### config.mk
export PLATFORM = sky130hd
export DESIGN_NAME = pin_reserve_handle_table_core
export DESIGN_NICKNAME = d
export VERILOG_FILES = /design/src/hdl/prht_pkg.sv /design/src/hdl/pin_reserve_handle_table_core.sv /design/src/hdl/prht_ram.sv /design/src/hdl/prht_unit.sv
export SDC_FILE = /design/constraint.sdc
export NUM_CORES = 2
export LEC_CHECK = 0
export ABC_AREA = 1
export BUFFER_PORTS_ARGS = -buffer_cell sky130_fd_sc_hd__buf_2
export CORE_ASPECT_RATIO = 0.9
export CORE_MARGIN = 3
export CORE_UTILIZATION = 40
export DETAILED_ROUTE_END_ITERATION = 8
export PLACE_DENSITY = 0.65
export SYNTH_ARGS = -nofsm -noshare
export SYNTH_HDL_FRONTEND = slang
export SYNTH_SLANG_ARGS = --single-unit
### constraint.sdc
create_clock -name clk -period 7.7 [get_ports clk]
set_clock_uncertainty 0.05 [all_clocks]
set_input_delay 1.155 -clock clk [delete_from_list [all_inputs] [get_ports clk]]
set_output_delay 1.155 -clock clk [all_outputs]
set_load 0.02 [all_outputs]
### src/hdl/prht_pkg.sv
package prht_pkg;

	localparam int ENTRIES    = 16;
	localparam int COUNT_BITS = 8;
	localparam int IDX_BITS   = (ENTRIES > 1) ? $clog2(ENTRIES) : 1;
	localparam int TOTAL_BITS = $clog2(ENTRIES + 1);
	localparam int ID_BITS    = 32;
	localparam int HANDLE_BITS = 32;
	localparam int OUT_COUNT_BITS = 8;

	typedef logic [COUNT_BITS-1:0] count_t;

	localparam count_t COUNT_MAX = '1;

	typedef enum logic [2:0] {
		FN_ADD      = 3'd0,
		FN_USE_LOCK = 3'd1,
		FN_UNLOCK   = 3'd2,
		FN_ACCESS   = 3'd3,
		FN_DESTROY  = 3'd4,
		FN_RESERVE  = 3'd5,
		FN_REMOVE   = 3'd6
	} func_t;

	typedef enum logic [2:0] {
		ST_OK        = 3'd0,
		ST_NOT_FOUND = 3'd1,
		ST_REFUSED   = 3'd2,
		ST_FULL      = 3'd3,
		ST_UNDERFLOW = 3'd4
	} status_t;

	typedef struct packed {
		logic [ID_BITS-1:0]     id;
		logic [HANDLE_BITS-1:0] handle;
		count_t                 in_use;
		count_t                 reserve;
	} entry_t;

	localparam int ENTRY_BITS = $bits(entry_t);

	typedef struct packed {
		status_t                status;
		logic [HANDLE_BITS-1:0] handle;
		logic [OUT_COUNT_BITS-1:0] count;
	} result_t;

	typedef struct packed {
		logic wr;
		logic remove;
	} action_t;

	function automatic logic [OUT_COUNT_BITS-1:0] count_out(input count_t c);
		logic [COUNT_BITS+OUT_COUNT_BITS-1:0] w;
		w = {{OUT_COUNT_BITS{1'b0}}, c};
		return w[OUT_COUNT_BITS-1:0];
	endfunction

endpackage

### src/hdl/pin_reserve_handle_table_core.sv
// Handle table with pin and reserve counts. A request is taken when start is high and busy
// is low. Add, an unknown operation and any request on an empty table answer in the next
// cycle without raising busy. Every other operation scans the table one entry per cycle
// through the single read port of the entry RAM; a match goes on to the operate state
// before it answers, and a miss answers after the last entry. Remove then moves each later
// entry down one place, one per cycle, before it answers. Each request gives one result,
// shown for a single cycle with done high; the receiver cannot stall it and must take it
// in that cycle.
module pin_reserve_handle_table_core (
	input  logic                                clk,
	input  logic                                arst_n,
	input  logic                                start,
	output logic                                busy,
	input  logic [2:0]                          func,
	input  logic signed [prht_pkg::ID_BITS-1:0] group_id,
	input  logic [prht_pkg::HANDLE_BITS-1:0]    new_handle,
	output logic                                done,
	output logic [2:0]                          status,
	output logic [prht_pkg::HANDLE_BITS-1:0]    handle_out,
	output logic [prht_pkg::OUT_COUNT_BITS-1:0] use_count_out
);

	typedef enum logic [1:0] {
		S_IDLE,
		S_SCAN,
		S_OP,
		S_SHIFT
	} state_t;

	state_t                              state_q;
	logic [prht_pkg::TOTAL_BITS-1:0]     total_q;
	logic [prht_pkg::IDX_BITS-1:0]       cmp_q;
	prht_pkg::func_t                     func_q;
	logic [prht_pkg::ID_BITS-1:0]        id_q;
	prht_pkg::entry_t                    ent_q;

	logic [prht_pkg::TOTAL_BITS-1:0]     nxt1;
	logic [prht_pkg::TOTAL_BITS-1:0]     nxt2;
	logic                                full;
	logic                                req;
	logic                                we;
	logic [prht_pkg::IDX_BITS-1:0]       waddr;
	logic [prht_pkg::IDX_BITS-1:0]       raddr;
	logic [prht_pkg::ENTRY_BITS-1:0]     wdata;
	logic [prht_pkg::ENTRY_BITS-1:0]     rdata;
	prht_pkg::entry_t                    rd_ent;
	prht_pkg::entry_t                    add_ent;
	prht_pkg::entry_t                    unit_ent;
	prht_pkg::entry_t                    unit_new;
	prht_pkg::result_t                   unit_res;
	prht_pkg::action_t                   unit_act;
	logic                                unit_match;

	assign busy   = (state_q != S_IDLE);
	assign req    = start && !busy;
	assign full   = (total_q >= prht_pkg::TOTAL_BITS'(prht_pkg::ENTRIES));
	assign nxt1   = prht_pkg::TOTAL_BITS'(cmp_q) + prht_pkg::TOTAL_BITS'(1);
	assign nxt2   = prht_pkg::TOTAL_BITS'(cmp_q) + prht_pkg::TOTAL_BITS'(2);
	assign rd_ent = prht_pkg::entry_t'(rdata);

	assign add_ent.id      = $unsigned(group_id);
	assign add_ent.handle  = new_handle;
	assign add_ent.in_use  = '0;
	assign add_ent.reserve = '0;

	assign unit_ent = (state_q == S_OP) ? ent_q : rd_ent;

	prht_unit u_unit (
		.func    (func_q),
		.id      (id_q),
		.ent     (unit_ent),
		.match   (unit_match),
		.ent_new (unit_new),
		.res     (unit_res),
		.act     (unit_act)
	);

	always_comb begin
		we    = 1'b0;
		waddr = cmp_q;
		wdata = unit_new;
		raddr = prht_pkg::IDX_BITS'(nxt1);
		unique case (state_q)
			S_IDLE: begin
				raddr = '0;
				waddr = prht_pkg::IDX_BITS'(total_q);
				wdata = add_ent;
				we    = req && (prht_pkg::func_t'(func) == prht_pkg::FN_ADD) && !full;
			end
			S_SCAN: begin
			end
			S_OP: begin
				we = unit_act.wr;
			end
			S_SHIFT: begin
				raddr = prht_pkg::IDX_BITS'(nxt2);
				wdata = rdata;
				we    = 1'b1;
			end
			default: begin
			end
		endcase
	end

	prht_ram #(
		.WIDTH (prht_pkg::ENTRY_BITS),
		.DEPTH (prht_pkg::ENTRIES)
	) u_ram (
		.clk   (clk),
		.we    (we),
		.waddr (waddr),
		.wdata (wdata),
		.raddr (raddr),
		.rdata (rdata)
	);

	always_ff @(posedge clk) begin
		if (req) begin
			func_q <= prht_pkg::func_t'(func);
			id_q   <= $unsigned(group_id);
		end
		if (state_q == S_SCAN && unit_match) begin
			ent_q <= rd_ent;
		end
	end

	always_ff @(posedge clk or negedge arst_n) begin
		if (!arst_n) begin
			state_q       <= S_IDLE;
			total_q       <= '0;
			cmp_q         <= '0;
			done          <= 1'b0;
			status        <= '0;
			handle_out    <= '0;
			use_count_out <= '0;
		end else begin
			done <= 1'b0;
			unique case (state_q)
				S_IDLE: begin
					cmp_q <= '0;
					if (req) begin
						if (prht_pkg::func_t'(func) == prht_pkg::FN_ADD) begin
							done          <= 1'b1;
							use_count_out <= '0;
							if (full) begin
								status     <= prht_pkg::ST_FULL;
								handle_out <= '0;
							end else begin
								status     <= prht_pkg::ST_OK;
								handle_out <= new_handle;
								total_q    <= total_q + 1'b1;
							end
						end else if (func == 3'(prht_pkg::FN_REMOVE + 1) || total_q == '0) begin
							done          <= 1'b1;
							status        <= prht_pkg::ST_NOT_FOUND;
							handle_out    <= '0;
							use_count_out <= '0;
						end else begin
							state_q <= S_SCAN;
						end
					end
				end
				S_SCAN: begin
					if (unit_match) begin
						state_q <= S_OP;
					end else if (nxt1 >= total_q) begin
						state_q       <= S_IDLE;
						done          <= 1'b1;
						status        <= prht_pkg::ST_NOT_FOUND;
						handle_out    <= '0;
						use_count_out <= '0;
					end else begin
						cmp_q <= prht_pkg::IDX_BITS'(nxt1);
					end
				end
				S_OP: begin
					status        <= unit_res.status;
					handle_out    <= unit_res.handle;
					use_count_out <= unit_res.count;
					if (unit_act.remove && nxt1 < total_q) begin
						state_q <= S_SHIFT;
					end else begin
						state_q <= S_IDLE;
						done    <= 1'b1;
						if (unit_act.remove) begin
							total_q <= total_q - 1'b1;
						end
					end
				end
				S_SHIFT: begin
					if (nxt2 < total_q) begin
						cmp_q <= prht_pkg::IDX_BITS'(nxt1);
					end else begin
						state_q <= S_IDLE;
						done    <= 1'b1;
						total_q <= total_q - 1'b1;
					end
				end
				default: begin
					state_q <= S_IDLE;
				end
			endcase
		end
	end

endmodule

### src/hdl/prht_ram.sv
module prht_ram #(
	parameter int WIDTH = 8,
	parameter int DEPTH = 16
) (
	input  logic                           clk,
	input  logic                           we,
	input  logic [$clog2(DEPTH > 1 ? DEPTH : 2)-1:0] waddr,
	input  logic [WIDTH-1:0]               wdata,
	input  logic [$clog2(DEPTH > 1 ? DEPTH : 2)-1:0] raddr,
	output logic [WIDTH-1:0]               rdata
);

	logic [WIDTH-1:0] mem [DEPTH];

	always_ff @(posedge clk) begin
		if (we) begin
			mem[waddr] <= wdata;
		end
		rdata <= mem[raddr];
	end

endmodule

### src/hdl/prht_unit.sv
module prht_unit (
	input  prht_pkg::func_t                  func,
	input  logic [prht_pkg::ID_BITS-1:0]     id,
	input  prht_pkg::entry_t                 ent,
	output logic                             match,
	output prht_pkg::entry_t                 ent_new,
	output prht_pkg::result_t                res,
	output prht_pkg::action_t                act
);

	prht_pkg::count_t inc_use;
	prht_pkg::count_t dec_use;
	prht_pkg::count_t inc_rsv;

	assign match   = (ent.id == id);
	assign inc_use = (ent.in_use == prht_pkg::COUNT_MAX) ? ent.in_use : ent.in_use + 1'b1;
	assign dec_use = ent.in_use - 1'b1;
	assign inc_rsv = (ent.reserve == prht_pkg::COUNT_MAX) ? ent.reserve : ent.reserve + 1'b1;

	always_comb begin
		ent_new     = ent;
		res.status  = prht_pkg::ST_REFUSED;
		res.handle  = '0;
		res.count   = prht_pkg::count_out(ent.in_use);
		act         = '0;
		unique case (func)
			prht_pkg::FN_USE_LOCK: begin
				if (ent.reserve == '0) begin
					ent_new.in_use = inc_use;
					res.status     = prht_pkg::ST_OK;
					res.handle     = ent.handle;
					res.count      = prht_pkg::count_out(inc_use);
					act.wr         = 1'b1;
				end
			end
			prht_pkg::FN_UNLOCK: begin
				if (ent.in_use == '0) begin
					res.status = prht_pkg::ST_UNDERFLOW;
					res.count  = '0;
				end else begin
					ent_new.in_use = dec_use;
					res.status     = prht_pkg::ST_OK;
					res.count      = prht_pkg::count_out(dec_use);
					act.wr         = 1'b1;
				end
			end
			prht_pkg::FN_ACCESS: begin
				if (ent.reserve == '0) begin
					res.status = prht_pkg::ST_OK;
					res.handle = ent.handle;
				end
			end
			prht_pkg::FN_DESTROY: begin
				if (ent.in_use == '0) begin
					res.status = prht_pkg::ST_OK;
					res.handle = ent.handle;
				end
			end
			prht_pkg::FN_RESERVE: begin
				if (ent.in_use == '0) begin
					ent_new.reserve = inc_rsv;
					res.status      = prht_pkg::ST_OK;
					res.count       = '0;
					act.wr          = 1'b1;
				end
			end
			prht_pkg::FN_REMOVE: begin
				if (ent.in_use == '0) begin
					res.status = prht_pkg::ST_OK;
					res.handle = ent.handle;
					act.remove = 1'b1;
				end
			end
			default: begin
				res.status = prht_pkg::ST_NOT_FOUND;
				res.count  = '0;
			end
		endcase
	end

endmodule

# == Word level (Yosys, flattened, before mapping) ==
# Memories as Yosys holds them, arrays and structs flattened. A register that Yosys moved wholly into a read port is not among the register bits.
# Cells that the tools add are included.
# classes
add_sub_neg,7
n_lt_le_gt_ge,4
n_eq_ne,27
reduce_logical,23
mux,76
# ops
operator,count
32-bit 2-to-1 mux,6
32-bit one-hot mux with 3 select lines,2
80-bit one-hot mux with 2 select lines,1
8-bit 2-to-1 mux,13
80-bit 2-to-1 mux,1
34-bit 2-to-1 mux,2
42-bit 2-to-1 mux,1
32-bit equality test,1
8-bit one-hot mux with 4 select lines,1
5-bit 2-to-1 mux,6
8-bit one-hot mux with 3 select lines,1
"2-bit inequality test, second input constant",11
2-bit 2-to-1 mux,9
3-bit 2-to-1 mux,6
"8-bit by 1-bit adder with 8-bit output, second input constant",2
"8-bit equality test, second input constant",2
8-bit zero test,2
4-bit 2-to-1 mux,4
8-bit one-hot mux with 2 select lines,1
3-bit one-hot mux with 5 select lines,1
5-bit one-hot mux with 3 select lines,1
1-bit 2-to-1 mux,13
"3-bit equality test, second input constant",4
4-bit one-hot mux with 3 select lines,1
other kinds (33),45
# totals
regBits,170
n_memories,1
ramBits,1280
in_bits,70
# memory_table
memory,depth,word_bits,read_ports,rd_clocked_by_memory_dff,wr,line,rtl
u_ram.mem,16,80,1,1,1,prht_ram.sv:13,logic [WIDTH-1:0] mem [DEPTH];

# == Longest topological paths before layout ==
# depth
depth_word,8
ltp_mapped,20
mapped_depth_nobuf,17

# == Modules after synthesis ==
# Synthesis repeated with hierarchy kept, for this count alone.
# hier_totals
hier_cells,6802
hier_area_um2,67987.7
# by_module_without_submodules
mod,seq_area_each_um2,area_each_um2,cells_per_inst,instances
prht_ram,40038.4,56195.1,5255,1
pin_reserve_handle_table_core,4829.6,9401.5,1107,1
prht_unit,0.0,2391.0,440,1

# == Worst setup path before layout ==
# Ideal clock, no wire load.
# synth_path
kind,register to register
startpoint,reg state_q[0]
endpoint,"mem u_ram.mem[2][0] (netlist name), enable pin"
slack_ns,-0.842
arrival_time_ns,7.875
period_less_slack_ns,8.542
t_required_ns,7.033
path_stages_with_launch,21
setup_time_ns,0.617
cell_sequence,dfrtp_1 -> inv_1 -> ha_1 -> buf_4 -> buf_6 -> buf_2 -> nand2_1 -> o21ai_0 -> inv_1 -> ha_1 -> inv_1 -> nor2_1 -> nand2_1 -> nor2_4 -> nand2_1 -> nand3_1 -> nand2_1 -> nand2_2 -> nand2_4 -> buf_6 -> nor3_1
# synth_between
elab_chain_len,8
word_cells_on_any_way,19
# synth_lines
element,line,rtl
start: declaration,pin_reserve_handle_table_core.sv:30,state_t state_q;
start signal: assignment,pin_reserve_handle_table_core.sv:129,state_q <= S_IDLE;
start signal: assignment,pin_reserve_handle_table_core.sv:159,state_q <= S_SCAN;
start signal: assignment,pin_reserve_handle_table_core.sv:165,state_q <= S_OP;
2-bit equality test or 2-bit nonzero test (tied branches),"pin_reserve_handle_table_core.sv:66, pin_reserve_handle_table_core.sv:83, pin_reserve_handle_table_core.sv:54",
80-bit 2-to-1 mux or 1-bit zero test (tied branches),"pin_reserve_handle_table_core.sv:66, pin_reserve_handle_table_core.sv:55",
8-bit zero test (tied with other cells),"prht_unit.sv:37, prht_unit.sv:60",
1-bit 2-to-1 mux (tied with other cells),prht_unit.sv:60,if (ent.in_use == '0) begin
1-bit one-hot mux with 3 select lines or 1-bit logical AND (tied branches),"prht_unit.sv:26, pin_reserve_handle_table_core.sv:88",
1-bit one-hot mux with 3 select lines,pin_reserve_handle_table_core.sv:83,unique case (state_q)
1-bit 2-to-1 mux,prht_ram.sv:16,if (we) begin
1-bit 2-to-1 mux (implied by the code),prht_ram.sv:17,mem[waddr] <= wdata;
end: declaration,prht_ram.sv:13,
# Several ways; a longest one is shown, not always the timed one.

# == Worst setup path in the final report ==
# layout_path
startpoint,reg state_q[0]
endpoint,"mem u_ram.mem[2][40] (netlist name), enable pin"
# The elaborated chain is that of the path after synthesis.

==> flow_metrics.tcl <==
set metrics [dict create \
    worstSetupPathType "reg -> reg" \
    synth_top_family_by_area "simple AND/OR/NAND/NOR gates" \
    dr.first_iter.drc_count 4701 \
    synth_seq_cells 1530 \
    worstSkewPairLatency_ns 0.79 \
    period_minus_slack_ns 4.974 \
    cts_sinks 1530 \
    io_pins 115 \
    syn-num-nets 5707 \
    drt-total-wl_mm 169.0 \
    grt_pass1_wl_mm 253.1 \
    required_ns 8.07 \
    hp-class "in -> async" \
    rsz0062_at_grt "no" \
    hold_ws_ns 0.2814 \
    synthAdderAreaFrac_pct 0.5177 \
    firstDrtPassIters 5 \
    synth_xor_area_share_pct 0.08175 \
    vdd_drop_max_v 0.0002852 \
    final.setup.tns_ns 0 \
    hold_buffers 0 \
    finalHoldViolCount 0 \
    fin_total_pwr_mw 26.09 \
    yosys_warnings 0 \
    drv_slew 0 \
    nFillCells 14149 \
    synth_compound_area_share_pct 10.73 \
    antenna_found_initial 7 \
    wire_per_inst_um 21.45 \
    netlist_instances 5611 \
    worstMarginPinSlew_ns 1.323 \
    synthDistinctLibCells 47 \
    cts_resized 0 \
    clk_pin_slew_worst_paths_ns 0.06 \
    synth_edf_count 1395 \
    ys.flop_type "edfxtp_1" \
    viasPerCell 5.399 \
    synthMuxAreaShare_pct 0 \
    yosysSeqAreaShare_pct 69.80 \
    final_nets 5737 \
    yosys.area_share.simple_pct 12.13 \
    rows 138 \
    final.setup.worst_slack_ns 2.726 \
    clock.fmax_mhz 201.1 \
    power.density_nw_per_um2 360.5 \
    startpoint_type "register" \
    numCtsBuffers 157 \
    core_area_um2 158500 \
    arrival_ns 5.34 \
    cp_max_fo 76 \
    finalSetupViolCount 0 \
    initial_core_util_pct 40.56 \
    syn_area_per_cell_um2 11.46 \
    overflow 0 \
    htree_levels 4 \
    post-route-period-util_pct 64.59 \
    areaGrowthSynthToFinish_pct 12.58 \
    pre_cts_slack_ns 2.783 \
    antenna_left 0 \
    synth_area_um2 64290 \
    cts_tree "built" \
    r2r_cells 18 \
    fp.dieH_um 386.3 \
    dieArea_um2 165600 \
    num_vias 42521 \
    end_kind "register" \
    grt_pass1_vias 40005 \
    dpl.hpwl_mm 83.32 \
    status "complete, no violations" \
    post_cts_buffers 0 \
    route.detailed.drc 0 \
    grt_max_degree 209 \
    synthArstFlopShare_pct 3.595 \
    root_buffer "clkbuf_16" \
    fin_cells 7876 \
    gp_congestion 0.8418 \
    post-place-cells 7581 \
    p_leak_nw 27.40 \
    track_usage_pct 20.09 \
    final_layout_size_suffix_gt1_share_pct 8.417 \
    slew_headroom_pct 11.79 \
    maxCapViolCount 0 \
    ctsLongestPathBuffers 3 \
    die_x_um 428.6 \
    io_buffer_count 114 \
]
[state kept, by name, indices dropped and copies added (netlist names)]
name	count
cmp_q	4
done	1
ent_q	80
func_q	3
handle_out	32
id_q	32
state_q	2
status	3
total_q	5
u_ram.mem	1280
u_ram.rdata	80
use_count_out	8
[cell usage after synthesis (4+ instances only)]
| master | instances | area, um^2 |
|---|---|---|
| a21oi_1 | 182 | 910.9 |
| a22oi_1 | 27 | 202.7 |
| buf_1 | 34 | 127.6 |
| buf_2 | 118 | 590.6 |
| buf_4 | 5 | 37.54 |
| clkbuf_1 | 166 | 623.1 |
| dfrtp_1 | 55 | 1376 |
| dfxtp_1 | 80 | 1602 |
| edfxtp_1 | 1395 | 41890 |
| ha_1 | 25 | 312.8 |
| inv_1 | 770 | 2890 |
| inv_2 | 9 | 33.78 |
| nand2_1 | 1385 | 5199 |
| nand3_1 | 369 | 1847 |
| nand3b_1 | 17 | 127.6 |
| nand4_1 | 20 | 125.1 |
| nor2_1 | 68 | 255.2 |
| nor2_2 | 4 | 25.02 |
| nor3_1 | 26 | 130.1 |
| o211ai_1 | 484 | 3633 |
| o21ai_0 | 225 | 1126 |
| o21ai_1 | 16 | 80.08 |
| o21ai_2 | 5 | 43.79 |
| o221ai_1 | 90 | 788.3 |
| xnor2_1 | 5 | 43.79 |
[power by group]
| part | internal (mW) | switching [mW] |
|---|---|---|
| clock network | 4.39 | 3.22 |
| logic | 1.89 | 5.47 |
| registers | 10.8 | 0.303 |
| total | 17.1 | 8.99 |
[through the flow]
step	util [%]	instance area [um^2]
finish	45.66	72370
global route	45.66	72370
CTS	45.65	72360
detailed placement	42.36	67140
global placement	42.36	67140
floorplan	-	64290
[cell usage in the layout (no fill, tap or decap), types with 3 or more instances in the layout]
cell type | Yosys | final
dfrtp_1 | 55 | 55
buf_12 | 0 | 22
nor2_1 | 68 | 67
o211ai_1 | 484 | 484
nand3_1 | 369 | 369
xnor2_1 | 5 | 5
inv_2 | 9 | 8
nand2_2 | 2 | 3
clkinv_16 | 0 | 4
clkbuf_16 | 0 | 160
clkbuf_1 | 166 | 36
a21oi_1 | 182 | 182
nor3_2 | 1 | 15
a22oi_1 | 27 | 27
inv_1 | 770 | 767
o21ai_1 | 16 | 18
nand4_1 | 20 | 20
clkbuf_8 | 0 | 13
clkinv_1 | 3 | 23
inv_16 | 0 | 4
dfxtp_1 | 80 | 80
buf_4 | 5 | 60
o221ai_1 | 90 | 90
buf_2 | 118 | 114
edfxtp_1 | 1395 | 1395
o21a_4 | 0 | 3
nor2_2 | 4 | 4
nand3b_1 | 17 | 17
ha_1 | 25 | 23
clkinvlp_4 | 0 | 5
bufinv_16 | 0 | 12
nand2_1 | 1385 | 1384
clkinv_2 | 0 | 30
o21ai_0 | 225 | 222
nor3_1 | 26 | 11
inv_6 | 0 | 6
o21ai_2 | 5 | 5
[cell families after synthesis]
group,count (synthesis)
buffers and inverters,1107
AOI/OAI and AO/OA,1043
adders and majority gates,26
and+or+nand+nor,1899
DFF,1530
xor gates and xnor gates,6
[worst paths after layout]
check | start | endpoint | slack (ns)
min in group clk | u_ram.rdata[11] | ent_q[11] | 0.38
setup reg to reg | state_q[0] | u_ram.mem[2][40] | 2.73
hold / removal | arst_n | done | 0.28
max in group asynchronous | arst_n | handle_out[1] | 6.17
hold reg to reg | u_ram.rdata[11] | ent_q[11] | 0.38
setup / recovery | state_q[0] | u_ram.mem[2][40] | 2.73
[cell type report]
cell class	count	area (um^2)	area share [%]
Timing Repair Buffer	196	1461	2.019
Clock buffer	209	4318	5.966
Clock inverter	83	899.6	1.243
Inverter	782	2954	4.082
Sequential cell	1530	44870	62.00
Multi-Input combinational cell	2974	15240	21.06
Tap cell	2100	2628	3.631
Antenna cell	2	5.005	0.006915
[layer usage]
metal	global-route usage, %	vias up	part of all wire [%]
li1	-	19707	-
met1	28.38	20825	43
met2	31.92	1703	46
met3	3.224	278	8.2
met4	6.409	8	2.8
met5	0	-	0.028
[critical path, stage by stage (launching register included)]
cell	delay (ns)
dfrtp_1	0.44
inv_1	0.21
ha_4	0.17
buf_4	0.70
o21ai_0	0.34
inv_1	0.15
ha_1	0.16
inv_1	0.05
nor2_1	0.10
nand2_1	0.11
nor2_4	0.25
nand2_1	0.11
nand3_1	0.12
nand2_1	0.07
nand2_2	0.11
nand2_4	0.17
nor3_2	0.20
buf_4	0.42
buf_4	0.60
Note: power is estimated with default switching activity, not from simulation.
